[config.mk]
export PLATFORM = sky130hd
export DESIGN_NAME = clipped_rectangle_rasterizer
export DESIGN_NICKNAME = d
export VERILOG_FILES = /design/src/hdl/crr_pkg.sv /design/src/hdl/crr_clip.sv /design/src/hdl/crr_engine.sv /design/src/hdl/clipped_rectangle_rasterizer.sv
export SDC_FILE = /design/constraint.sdc
export NUM_CORES = 1
export LEC_CHECK = 0
export BUFFER_PORTS_ARGS = -buffer_cell sky130_fd_sc_hd__buf_4
export CORE_ASPECT_RATIO = 2
export CORE_MARGIN = 10
export CORE_UTILIZATION = 59
export CTS_CLUSTER_SIZE = 20
export DETAILED_ROUTE_END_ITERATION = 6
export GPL_ROUTABILITY_DRIVEN = 0
export PLACE_DENSITY = 0.81
export SYNTH_ARGS = -nofsm -noshare
export SYNTH_HDL_FRONTEND = slang
export SYNTH_HIERARCHICAL = 1
export SYNTH_SLANG_ARGS = --single-unit
[constraint.sdc]
create_clock -name clk -period 9.5 [get_ports clk]
set_clock_uncertainty 0.2 [all_clocks]
set_input_delay 1.425 -clock clk [delete_from_list [all_inputs] [get_ports clk]]
set_output_delay 1.425 -clock clk [all_outputs]
set_load 0.1 [all_outputs]
[src/hdl/crr_pkg.sv]
// ----------------------------------------------------------------------------
// crr_pkg
// Shared widths, codes and structs of the clipped rectangle rasterizer.
// ----------------------------------------------------------------------------
package crr_pkg;

  localparam int COORD_W = 13;  // width of the signed corner coordinates
  localparam int FRAME_W = 12;  // width of frame limits and pixel positions
  localparam int COL_W   = 8;   // width of one colour component
  // Internal signed width: holds both a corner and a frame limit.
  localparam int CMP_W   = ((COORD_W > FRAME_W) ? COORD_W : FRAME_W) + 1;
  localparam int IDX_W   = 2;   // width of the register index

  localparam logic [1:0] FUNC_OUTLINE = 2'd0;
  localparam logic [1:0] FUNC_FILL    = 2'd1;
  localparam logic [1:0] FUNC_STEP    = 2'd2;

  localparam logic [1:0] MODE_IDLE    = 2'd0;
  localparam logic [1:0] MODE_OUTLINE = 2'd1;
  localparam logic [1:0] MODE_FILL    = 2'd2;

  localparam logic PHASE_COLS = 1'b0;
  localparam logic PHASE_ROWS = 1'b1;

  localparam logic [IDX_W-1:0] CFG_FRAME_MAX_X = 2'd0;
  localparam logic [IDX_W-1:0] CFG_FRAME_MAX_Y = 2'd1;

  localparam logic [FRAME_W-1:0] FRAME_MAX_X_RST = 12'd639;
  localparam logic [FRAME_W-1:0] FRAME_MAX_Y_RST = 12'd479;

  typedef logic signed [CMP_W-1:0] ext_t;

  // Clamped bounds and start decision for one start command.
  typedef struct packed {
    ext_t       l;
    ext_t       t;
    ext_t       e;
    ext_t       d;
    logic [3:0] edges;   // bit0 left, bit1 right, bit2 top, bit3 bottom
    logic [1:0] mode;
    logic       phase;
  } clip_t;

  typedef struct packed {
    logic               write_valid;
    logic [FRAME_W-1:0] pixel_x;
    logic [FRAME_W-1:0] pixel_y;
    logic [COL_W-1:0]   red;
    logic [COL_W-1:0]   green;
    logic [COL_W-1:0]   blue;
    logic               last_write;
    logic               busy;
  } result_t;

endpackage

[src/hdl/crr_clip.sv]
// ----------------------------------------------------------------------------
// crr_clip
// Clamps the rectangle corners to the frame and picks the starting mode.
// ----------------------------------------------------------------------------
module crr_clip (
  input  logic [1:0]                   func,
  input  logic [crr_pkg::COORD_W-1:0]  rect_left,
  input  logic [crr_pkg::COORD_W-1:0]  rect_top,
  input  logic [crr_pkg::COORD_W-1:0]  rect_right,
  input  logic [crr_pkg::COORD_W-1:0]  rect_bottom,
  input  logic [crr_pkg::FRAME_W-1:0]  frame_max_x,
  input  logic [crr_pkg::FRAME_W-1:0]  frame_max_y,
  output crr_pkg::clip_t               clip
);
  import crr_pkg::*;

  ext_t left_x, top_x, right_x, bottom_x, max_x, max_y;
  ext_t l, t, e, d;
  logic [3:0] edges;

  assign left_x   = ext_t'({{(CMP_W-COORD_W){rect_left[COORD_W-1]}}, rect_left});
  assign top_x    = ext_t'({{(CMP_W-COORD_W){rect_top[COORD_W-1]}}, rect_top});
  assign right_x  = ext_t'({{(CMP_W-COORD_W){rect_right[COORD_W-1]}}, rect_right});
  assign bottom_x = ext_t'({{(CMP_W-COORD_W){rect_bottom[COORD_W-1]}}, rect_bottom});
  assign max_x    = ext_t'({{(CMP_W-FRAME_W){1'b0}}, frame_max_x});
  assign max_y    = ext_t'({{(CMP_W-FRAME_W){1'b0}}, frame_max_y});

  assign edges[0] = ~left_x[CMP_W-1];
  assign edges[1] = (right_x <= max_x);
  assign edges[2] = ~top_x[CMP_W-1];
  assign edges[3] = (bottom_x <= max_y);

  assign l = edges[0] ? left_x  : '0;
  assign t = edges[2] ? top_x   : '0;
  assign e = edges[1] ? right_x : max_x;
  assign d = edges[3] ? bottom_x : max_y;

  always_comb begin
    clip.l     = l;
    clip.t     = t;
    clip.e     = e;
    clip.d     = d;
    clip.edges = edges;
    clip.mode  = MODE_IDLE;
    clip.phase = PHASE_COLS;
    if ((l <= e) && (t <= d)) begin
      priority if (func == FUNC_FILL) begin
        clip.mode = MODE_FILL;
      end else if (edges[1:0] != 2'b00) begin
        clip.mode = MODE_OUTLINE;
      end else if (edges[3:2] != 2'b00) begin
        // no side columns: go straight to the top and bottom rows
        clip.mode  = MODE_OUTLINE;
        clip.phase = PHASE_ROWS;
      end else begin
        // every edge off frame: draw nothing
        clip.mode = MODE_IDLE;
      end
    end
  end

endmodule

[src/hdl/crr_engine.sv]
// ----------------------------------------------------------------------------
// crr_engine
// Drawing state and cursor; produces one result for each word it takes.
// ----------------------------------------------------------------------------
module crr_engine (
  input  logic                         clk,
  input  logic                         rst_n,
  input  logic                         fire,
  input  logic [1:0]                   func,
  input  crr_pkg::clip_t               clip,
  input  logic [crr_pkg::COL_W-1:0]    red_in,
  input  logic [crr_pkg::COL_W-1:0]    green_in,
  input  logic [crr_pkg::COL_W-1:0]    blue_in,
  output crr_pkg::result_t             res
);
  import crr_pkg::*;

  logic [1:0]       mode_r, mode_nxt;
  logic             phase_r, phase_nxt;
  logic             tog_r, tog_nxt;
  logic [3:0]       edges_r, edges_nxt;
  ext_t             cx_r, cx_nxt, cy_r, cy_nxt;
  ext_t             l_r, l_nxt, t_r, t_nxt, e_r, e_nxt, d_r, d_nxt;
  logic [COL_W-1:0] red_r, red_nxt, green_r, green_nxt, blue_r, blue_nxt;
  ext_t             px, py;

  always_comb begin
    mode_nxt  = mode_r;
    phase_nxt = phase_r;
    tog_nxt   = tog_r;
    edges_nxt = edges_r;
    cx_nxt    = cx_r;
    cy_nxt    = cy_r;
    l_nxt     = l_r;
    t_nxt     = t_r;
    e_nxt     = e_r;
    d_nxt     = d_r;
    red_nxt   = red_r;
    green_nxt = green_r;
    blue_nxt  = blue_r;
    px        = cx_r;
    py        = cy_r;
    res       = '0;
    res.busy  = (mode_r != MODE_IDLE);

    if (fire) begin
      unique case (func)
        FUNC_OUTLINE, FUNC_FILL: begin
          l_nxt     = clip.l;
          t_nxt     = clip.t;
          e_nxt     = clip.e;
          d_nxt     = clip.d;
          edges_nxt = clip.edges;
          mode_nxt  = clip.mode;
          phase_nxt = clip.phase;
          tog_nxt   = 1'b0;
          cx_nxt    = clip.l;
          cy_nxt    = clip.t;
          red_nxt   = red_in;
          green_nxt = green_in;
          blue_nxt  = blue_in;
          res.busy  = (clip.mode != MODE_IDLE);
        end
        FUNC_STEP: begin
          if (mode_r != MODE_IDLE) begin
            if (mode_r == MODE_OUTLINE) begin
              if (phase_r == PHASE_COLS) begin
                px = (tog_r || !edges_r[0]) ? e_r : l_r;
              end else begin
                py = (tog_r || !edges_r[2]) ? d_r : t_r;
              end
            end

            // advance the cursor to the next write
            if (mode_r == MODE_FILL) begin
              priority if (cx_r != e_r) begin
                cx_nxt = cx_r + 1'b1;
              end else if (cy_r != d_r) begin
                cx_nxt = l_r;
                cy_nxt = cy_r + 1'b1;
              end else begin
                mode_nxt = MODE_IDLE;
              end
            end else if (phase_r == PHASE_COLS) begin
              priority if (!tog_r && (edges_r[1:0] == 2'b11)) begin
                tog_nxt = 1'b1;
              end else if (cy_r != d_r) begin
                tog_nxt = 1'b0;
                cy_nxt  = cy_r + 1'b1;
              end else if (edges_r[3:2] != 2'b00) begin
                tog_nxt   = 1'b0;
                phase_nxt = PHASE_ROWS;
                cx_nxt    = l_r;
              end else begin
                mode_nxt = MODE_IDLE;
              end
            end else begin
              priority if (!tog_r && (edges_r[3:2] == 2'b11)) begin
                tog_nxt = 1'b1;
              end else if (cx_r != e_r) begin
                tog_nxt = 1'b0;
                cx_nxt  = cx_r + 1'b1;
              end else begin
                mode_nxt = MODE_IDLE;
              end
            end

            res.write_valid = 1'b1;
            res.pixel_x     = px[FRAME_W-1:0];
            res.pixel_y     = py[FRAME_W-1:0];
            res.red         = red_r;
            res.green       = green_r;
            res.blue        = blue_r;
            res.last_write  = (mode_nxt == MODE_IDLE);
            res.busy        = (mode_nxt != MODE_IDLE);
          end
        end
        default: begin
          // unused code: hold everything
        end
      endcase
    end
  end

  always_ff @(posedge clk) begin
    if (!rst_n) begin
      mode_r  <= MODE_IDLE;
      phase_r <= PHASE_COLS;
      tog_r   <= 1'b0;
      edges_r <= '0;
    end else begin
      mode_r  <= mode_nxt;
      phase_r <= phase_nxt;
      tog_r   <= tog_nxt;
      edges_r <= edges_nxt;
    end
  end

  always_ff @(posedge clk) begin
    cx_r    <= cx_nxt;
    cy_r    <= cy_nxt;
    l_r     <= l_nxt;
    t_r     <= t_nxt;
    e_r     <= e_nxt;
    d_r     <= d_nxt;
    red_r   <= red_nxt;
    green_r <= green_nxt;
    blue_r  <= blue_nxt;
  end

endmodule

[src/hdl/clipped_rectangle_rasterizer.sv]
// ----------------------------------------------------------------------------
// clipped_rectangle_rasterizer
// Outline or filled rectangle, clipped to the frame, one pixel write per step.
// ----------------------------------------------------------------------------
//   channel   direction  handshake            payload
//   in_       input      in_valid / in_stall   func, corners, colour
//   out_      output     out_valid / out_stall pixel write and status
//   cfg_      input      cfg_valid / cfg_ready frame limits by index
//
// One word in per cycle unless in_stall, one result per word; each word
// fills the input register, then clip and cursor feed the result register.
// A full result register that is stalled holds the input register, and
// in_stall rises only while both are occupied. cfg_ready is always high.
// Synchronous active-low reset: idle, frame limits 639 x 479.
module clipped_rectangle_rasterizer (
  input  logic                          clk,
  input  logic                          rst_n,
  input  logic                          in_valid,
  output logic                          in_stall,
  input  logic [1:0]                    in_func,
  input  logic [crr_pkg::COORD_W-1:0]   in_rect_left,
  input  logic [crr_pkg::COORD_W-1:0]   in_rect_top,
  input  logic [crr_pkg::COORD_W-1:0]   in_rect_right,
  input  logic [crr_pkg::COORD_W-1:0]   in_rect_bottom,
  input  logic [crr_pkg::COL_W-1:0]     in_red_in,
  input  logic [crr_pkg::COL_W-1:0]     in_green_in,
  input  logic [crr_pkg::COL_W-1:0]     in_blue_in,
  output logic                          out_valid,
  input  logic                          out_stall,
  output logic                          out_write_valid,
  output logic [crr_pkg::FRAME_W-1:0]   out_pixel_x,
  output logic [crr_pkg::FRAME_W-1:0]   out_pixel_y,
  output logic [crr_pkg::COL_W-1:0]     out_red_out,
  output logic [crr_pkg::COL_W-1:0]     out_green_out,
  output logic [crr_pkg::COL_W-1:0]     out_blue_out,
  output logic                          out_last_write,
  output logic                          out_busy_res,
  input  logic                          cfg_valid,
  output logic                          cfg_ready,
  input  logic [crr_pkg::IDX_W-1:0]     cfg_index,
  input  logic [crr_pkg::FRAME_W-1:0]   cfg_data
);
  import crr_pkg::*;

  logic [FRAME_W-1:0] max_x_r, max_y_r;
  logic               s1_valid_r, s1_valid_nxt;
  logic [1:0]         s1_func_r;
  logic [COORD_W-1:0] s1_left_r, s1_top_r, s1_right_r, s1_bottom_r;
  logic [COL_W-1:0]   s1_red_r, s1_green_r, s1_blue_r;
  logic               out_valid_r, out_valid_nxt;
  result_t            res, res_r;
  clip_t              clip;
  logic               adv, accept;

  assign cfg_ready = 1'b1;

  always_ff @(posedge clk) begin
    if (!rst_n) begin
      max_x_r <= FRAME_MAX_X_RST;
      max_y_r <= FRAME_MAX_Y_RST;
    end else if (cfg_valid && cfg_ready) begin
      if (cfg_index == CFG_FRAME_MAX_X) max_x_r <= cfg_data;
      if (cfg_index == CFG_FRAME_MAX_Y) max_y_r <= cfg_data;
    end
  end

  // advance the held word into the result register when it has room
  assign adv      = s1_valid_r && (!out_valid_r || !out_stall);
  assign in_stall = s1_valid_r && !adv;
  assign accept   = in_valid && !in_stall;

  always_comb begin
    s1_valid_nxt = s1_valid_r;
    if (accept)   s1_valid_nxt = 1'b1;
    else if (adv) s1_valid_nxt = 1'b0;
    out_valid_nxt = out_valid_r;
    if (adv)             out_valid_nxt = 1'b1;
    else if (!out_stall) out_valid_nxt = 1'b0;
  end

  always_ff @(posedge clk) begin
    if (!rst_n) begin
      s1_valid_r  <= 1'b0;
      out_valid_r <= 1'b0;
    end else begin
      s1_valid_r  <= s1_valid_nxt;
      out_valid_r <= out_valid_nxt;
    end
  end

  always_ff @(posedge clk) begin
    if (accept) begin
      s1_func_r   <= in_func;
      s1_left_r   <= in_rect_left;
      s1_top_r    <= in_rect_top;
      s1_right_r  <= in_rect_right;
      s1_bottom_r <= in_rect_bottom;
      s1_red_r    <= in_red_in;
      s1_green_r  <= in_green_in;
      s1_blue_r   <= in_blue_in;
    end
    if (adv) res_r <= res;
  end

  crr_clip u_clip (
    .func        (s1_func_r),
    .rect_left   (s1_left_r),
    .rect_top    (s1_top_r),
    .rect_right  (s1_right_r),
    .rect_bottom (s1_bottom_r),
    .frame_max_x (max_x_r),
    .frame_max_y (max_y_r),
    .clip        (clip)
  );

  crr_engine u_engine (
    .clk      (clk),
    .rst_n    (rst_n),
    .fire     (adv),
    .func     (s1_func_r),
    .clip     (clip),
    .red_in   (s1_red_r),
    .green_in (s1_green_r),
    .blue_in  (s1_blue_r),
    .res      (res)
  );

  assign out_valid       = out_valid_r;
  assign out_write_valid = res_r.write_valid;
  assign out_pixel_x     = res_r.pixel_x;
  assign out_pixel_y     = res_r.pixel_y;
  assign out_red_out     = res_r.red;
  assign out_green_out   = res_r.green;
  assign out_blue_out    = res_r.blue;
  assign out_last_write  = res_r.last_write;
  assign out_busy_res    = res_r.busy;

endmodule

==> flow_summary_export.csv <==
group,metric,value,unit
clocking,cts_resized,0,
global_route,grt_pass1_wl,43.2,mm
yosys,synth_xor_area_share,3.59,%
pwr,seqPwrFrac,51.5,%
setup_path,r2r-start,"s1_right_r[11]$_DFFE_PP_",
yosys,synth.area.mux_share,9.01,%
global_route,grt.total_usage,19.8,%
min_path,hold_class,"register to register",
yosys,yosys.area.top_type_share,55.7,%
clocking,cts_hold_buf,0,
placement,placed_area,0.0139,sq mm
pwr,p_per_area,181,mW/mm^2
pwr,netSwitchingPower,621,uW
die,fp.dieW,124,microns
clocking,postCtsSetupBuffers,0,
pwr,p_int,2060,uW
die,pin_count,151,
yosys,ys_seq_elements,269,
yosys,synth_top_area_cell,"edfxtp_1",
routing,vias,7936,
setup_path,cp-end-kind,"register",
routing,avgRoutedWirePerCell,20.4,microns
yosys,synth-edff-count,235,
placement,hpwlAfterDp,20.8,mm
global_route,overflow,0,
layout,antennaDiodeCount,0,
die,core_area,0.0211,sq mm
layout,post-route-cell-area,0.0148,sq mm
status,status,"completed",
yosys,yosysMostFrequentCell,"edfxtp_1",
pwr,swShare,23.2,%
die,die_h,227,microns
pwr,max-vdd-ir-drop,0.165,mV
die,initial_core_util,60.0,%
setup_path,crit_arrival,4.87,ns
sta,tns,0,ns
layout,nNetsFinal,1238,
yosys,synthArstFlopShare,0,%
global_route,grt_pass1_vias,8188,
die,fp-row-count,75,
clocking,numClockSinks,269,
sta,timing.final.ws_setup,4.69,ns
pwr,clkPwrFrac,37.8,%
sta,period_needed,4.81,ns
routing,viasPerCell,5.76,
layout,areaGrowthSynthToFinish,16.4,%
global_route,grt_max_degree,79,
sta,fin_crit_sh,50.6,%
routing,firstDrtPassIters,5,
sta,setup_viol,0,
yosys,synth_cell_types,77,
placement,dp_cells,1335,
setup_path,startpoint,"s1_right_r[11]$_DFFE_PP_",
layout,num-fill-cells,1459,
sta,slew_viol_final,0,
sta,fmax,208,MHz
yosys,syn_inst,953,
routing,drt_iter0_drc,427,
global_route,antenna_found_initial,0,
min_path,hold_start,"s1_green_r[6]$_DFFE_PP_",
yosys,synth_top_family_by_area,"simple AND/OR/NAND/NOR gates",
clocking,cts_tree,"done",
sta,tightestPinTransition,1.18,ns
yosys,synth_flop_cell,"edfxtp_1",
yosys,mappedNetlistArea,0.0127,sq mm
routing,routed_wl,28.0,mm
layout,drive_gt1_share,21.8,%
clocking,cts_made_buffers,23,
yosys,synth.area.top_cells,"edfxtp_1, mux2i_1, dfxtp_1",
yosys,synth_seq_area_share,61.1,%
pwr,pwr-share-comb,10.7,%
sta,finalHoldViolations,0,
yosys,syn-mean-instance-area,13.3,sq um
clocking,clock_latency,0.53,ns
die,dieArea,0.0281,sq mm
yosys,synth-adder-area-share,4.94,%
job,drv_cap,0,
pwr,power,2680,uW
placement,portBuffers,149,
yosys,yosys-top-cells-count,"edfxtp_1, mux2i_1, nand2_1",
setup_path,cp.required,9.56,ns
layout,final_cells,1377,
routing,postRouteAntennaNets,0,
sta,relSlewSlack,21.2,%
clocking,htreeDepth,1,
clocking,clk_pin_slew_worst_paths,0.07,ns
setup_path,cp_max_fo,24,
clocking,cts-root-buf,"clkbuf_16",
yosys,yosys.area_share.simple,11.0,%
pwr,p_leak,0.00578,uW
sta,grt_setup_unrepaired,"no",
clocking,clockBufferDepth,3,
yosys,synth-compound-area-share,6.67,%
routing,post-route-drc-count,0,
placement,place_ws,4.74,ns
yosys,yosys_warnings,6,
setup_path,startpoint_type,"register",
setup_path,path_class,"register to register",
-- power by group through the flow --
stage / Combinational [uW] / Clock (uW) / Sequential (uW)
3_5_place_dp: 285 / 0 / 1400
3_3_place_gp: 278 / 0 / 1400
2_1_floorplan: 148 / 0 / 1450
5_1_grt: 309 / 1070 / 1380
4_1_cts: 287 / 1030 / 1380
6_report: 288 / 1010 / 1380
-- logic make-up after synthesis --
logic type | Yosys count
mux | 107
simple gates | 253
fa+ha+maj | 50
flops | 269
compound gates | 130
xor+xnor | 52
other cells | 2
buf+inv | 90
-- cell type report --
cell class	count	area (sq um)	area share [%]
sequential	269	7740	52.4
multi-input combinational	597	4520	30.6
timing repair buffer	159	1190	8.09
clock buffer	25	583	3.95
tap	269	337	2.28
clock inverter	17	233	1.58
inverter	41	154	1.04
-- metrics by stage --
step | util [%] | hold WS (ns)
after floorplan | - | 0.200
after global placement | 66.0 | 0.201
after detailed placement | 66.0 | 0.205
after CTS | 69.9 | 0.217
after global routing | 69.9 | 0.221
final | 69.9 | 0.218
-- sequential cells by signal (all words and copies together), names as in the netlist, 12 cells and up --
name	flops
s1_bottom_r	13
u_engine/t_r	12
out_pixel_x	12
out_pixel_y	12
s1_right_r	13
s1_top_r	13
max_x_r	12
u_engine/e_r	14
u_engine/cx_r	14
u_engine/d_r	14
u_engine/l_r	14
u_engine/cy_r	14
s1_left_r	13
max_y_r	12
-- path summary, 6_finish.rpt --
kind | slack (ns) | endpoint | cells after the start
worst max register to register | 4.69 | out_busy_res$_DFFE_PP_ | 17
worst max-delay path | 4.69 | out_busy_res$_DFFE_PP_ | 17
worst min register to register | 0.22 | u_engine/green_r[6]$_DFFE_PP_ | 0
worst min-delay path | 0.22 | u_engine/green_r[6]$_DFFE_PP_ | 0
-- placed cells by master (no fill, tap or decap), types with 3 or more instances in the layout --
cell / n
conb_1: 5
inv_1: 38
mux2_4: 7
nor2_1: 40
ha_1: 50
bufinv_16: 6
mux2_2: 17
and2_1: 25
edfxtp_1: 235
a211oi_1: 28
a21oi_1: 29
dfxtp_1: 34
nand4_1: 14
and3_1: 5
nor3_1: 4
clkbuf_16: 23
xor2_1: 28
buf_4: 159
nor2b_1: 48
nand3_1: 13
nor4_2: 3
a21o_1: 4
inv_2: 3
clkinv_1: 7
xnor2_1: 24
o21ai_1: 18
o21ai_0: 18
nand2_1: 70
o211ai_1: 7
nand4b_1: 4
and4_1: 4
mux2i_1: 81
-- critical path, stage by stage (launching register included) --
cell and delay [ns]:
edfxtp_1 0.40, ha_1 0.34, a211o_1 0.30, a31oi_1 0.13
o21ai_0 0.10, a31oi_1 0.18, a21oi_1 0.20, inv_2 0.47
mux2i_1 0.17, ha_1 0.32, o21ai_0 0.08, o21ai_0 0.31
a2111oi_0 0.10, or4_1 0.64, nand3_1 0.16, a41oi_1 0.08
o21ai_0 0.23, o221ai_1 0.13
-- routing by layer --
layer  routed length, microns  vias to the layer above  track usage [%]  part of all wire (%)
li1                         -                     3765                -                     -
met1                     9660                     3847             20.6                    34
met2                    15500                      256             37.0                    55
met3                     1620                       68             2.88                   5.8
met4                     1260                        0             9.78                   4.5
met5                        0                        -                0                     0
(Power assumes the default switching activity.)
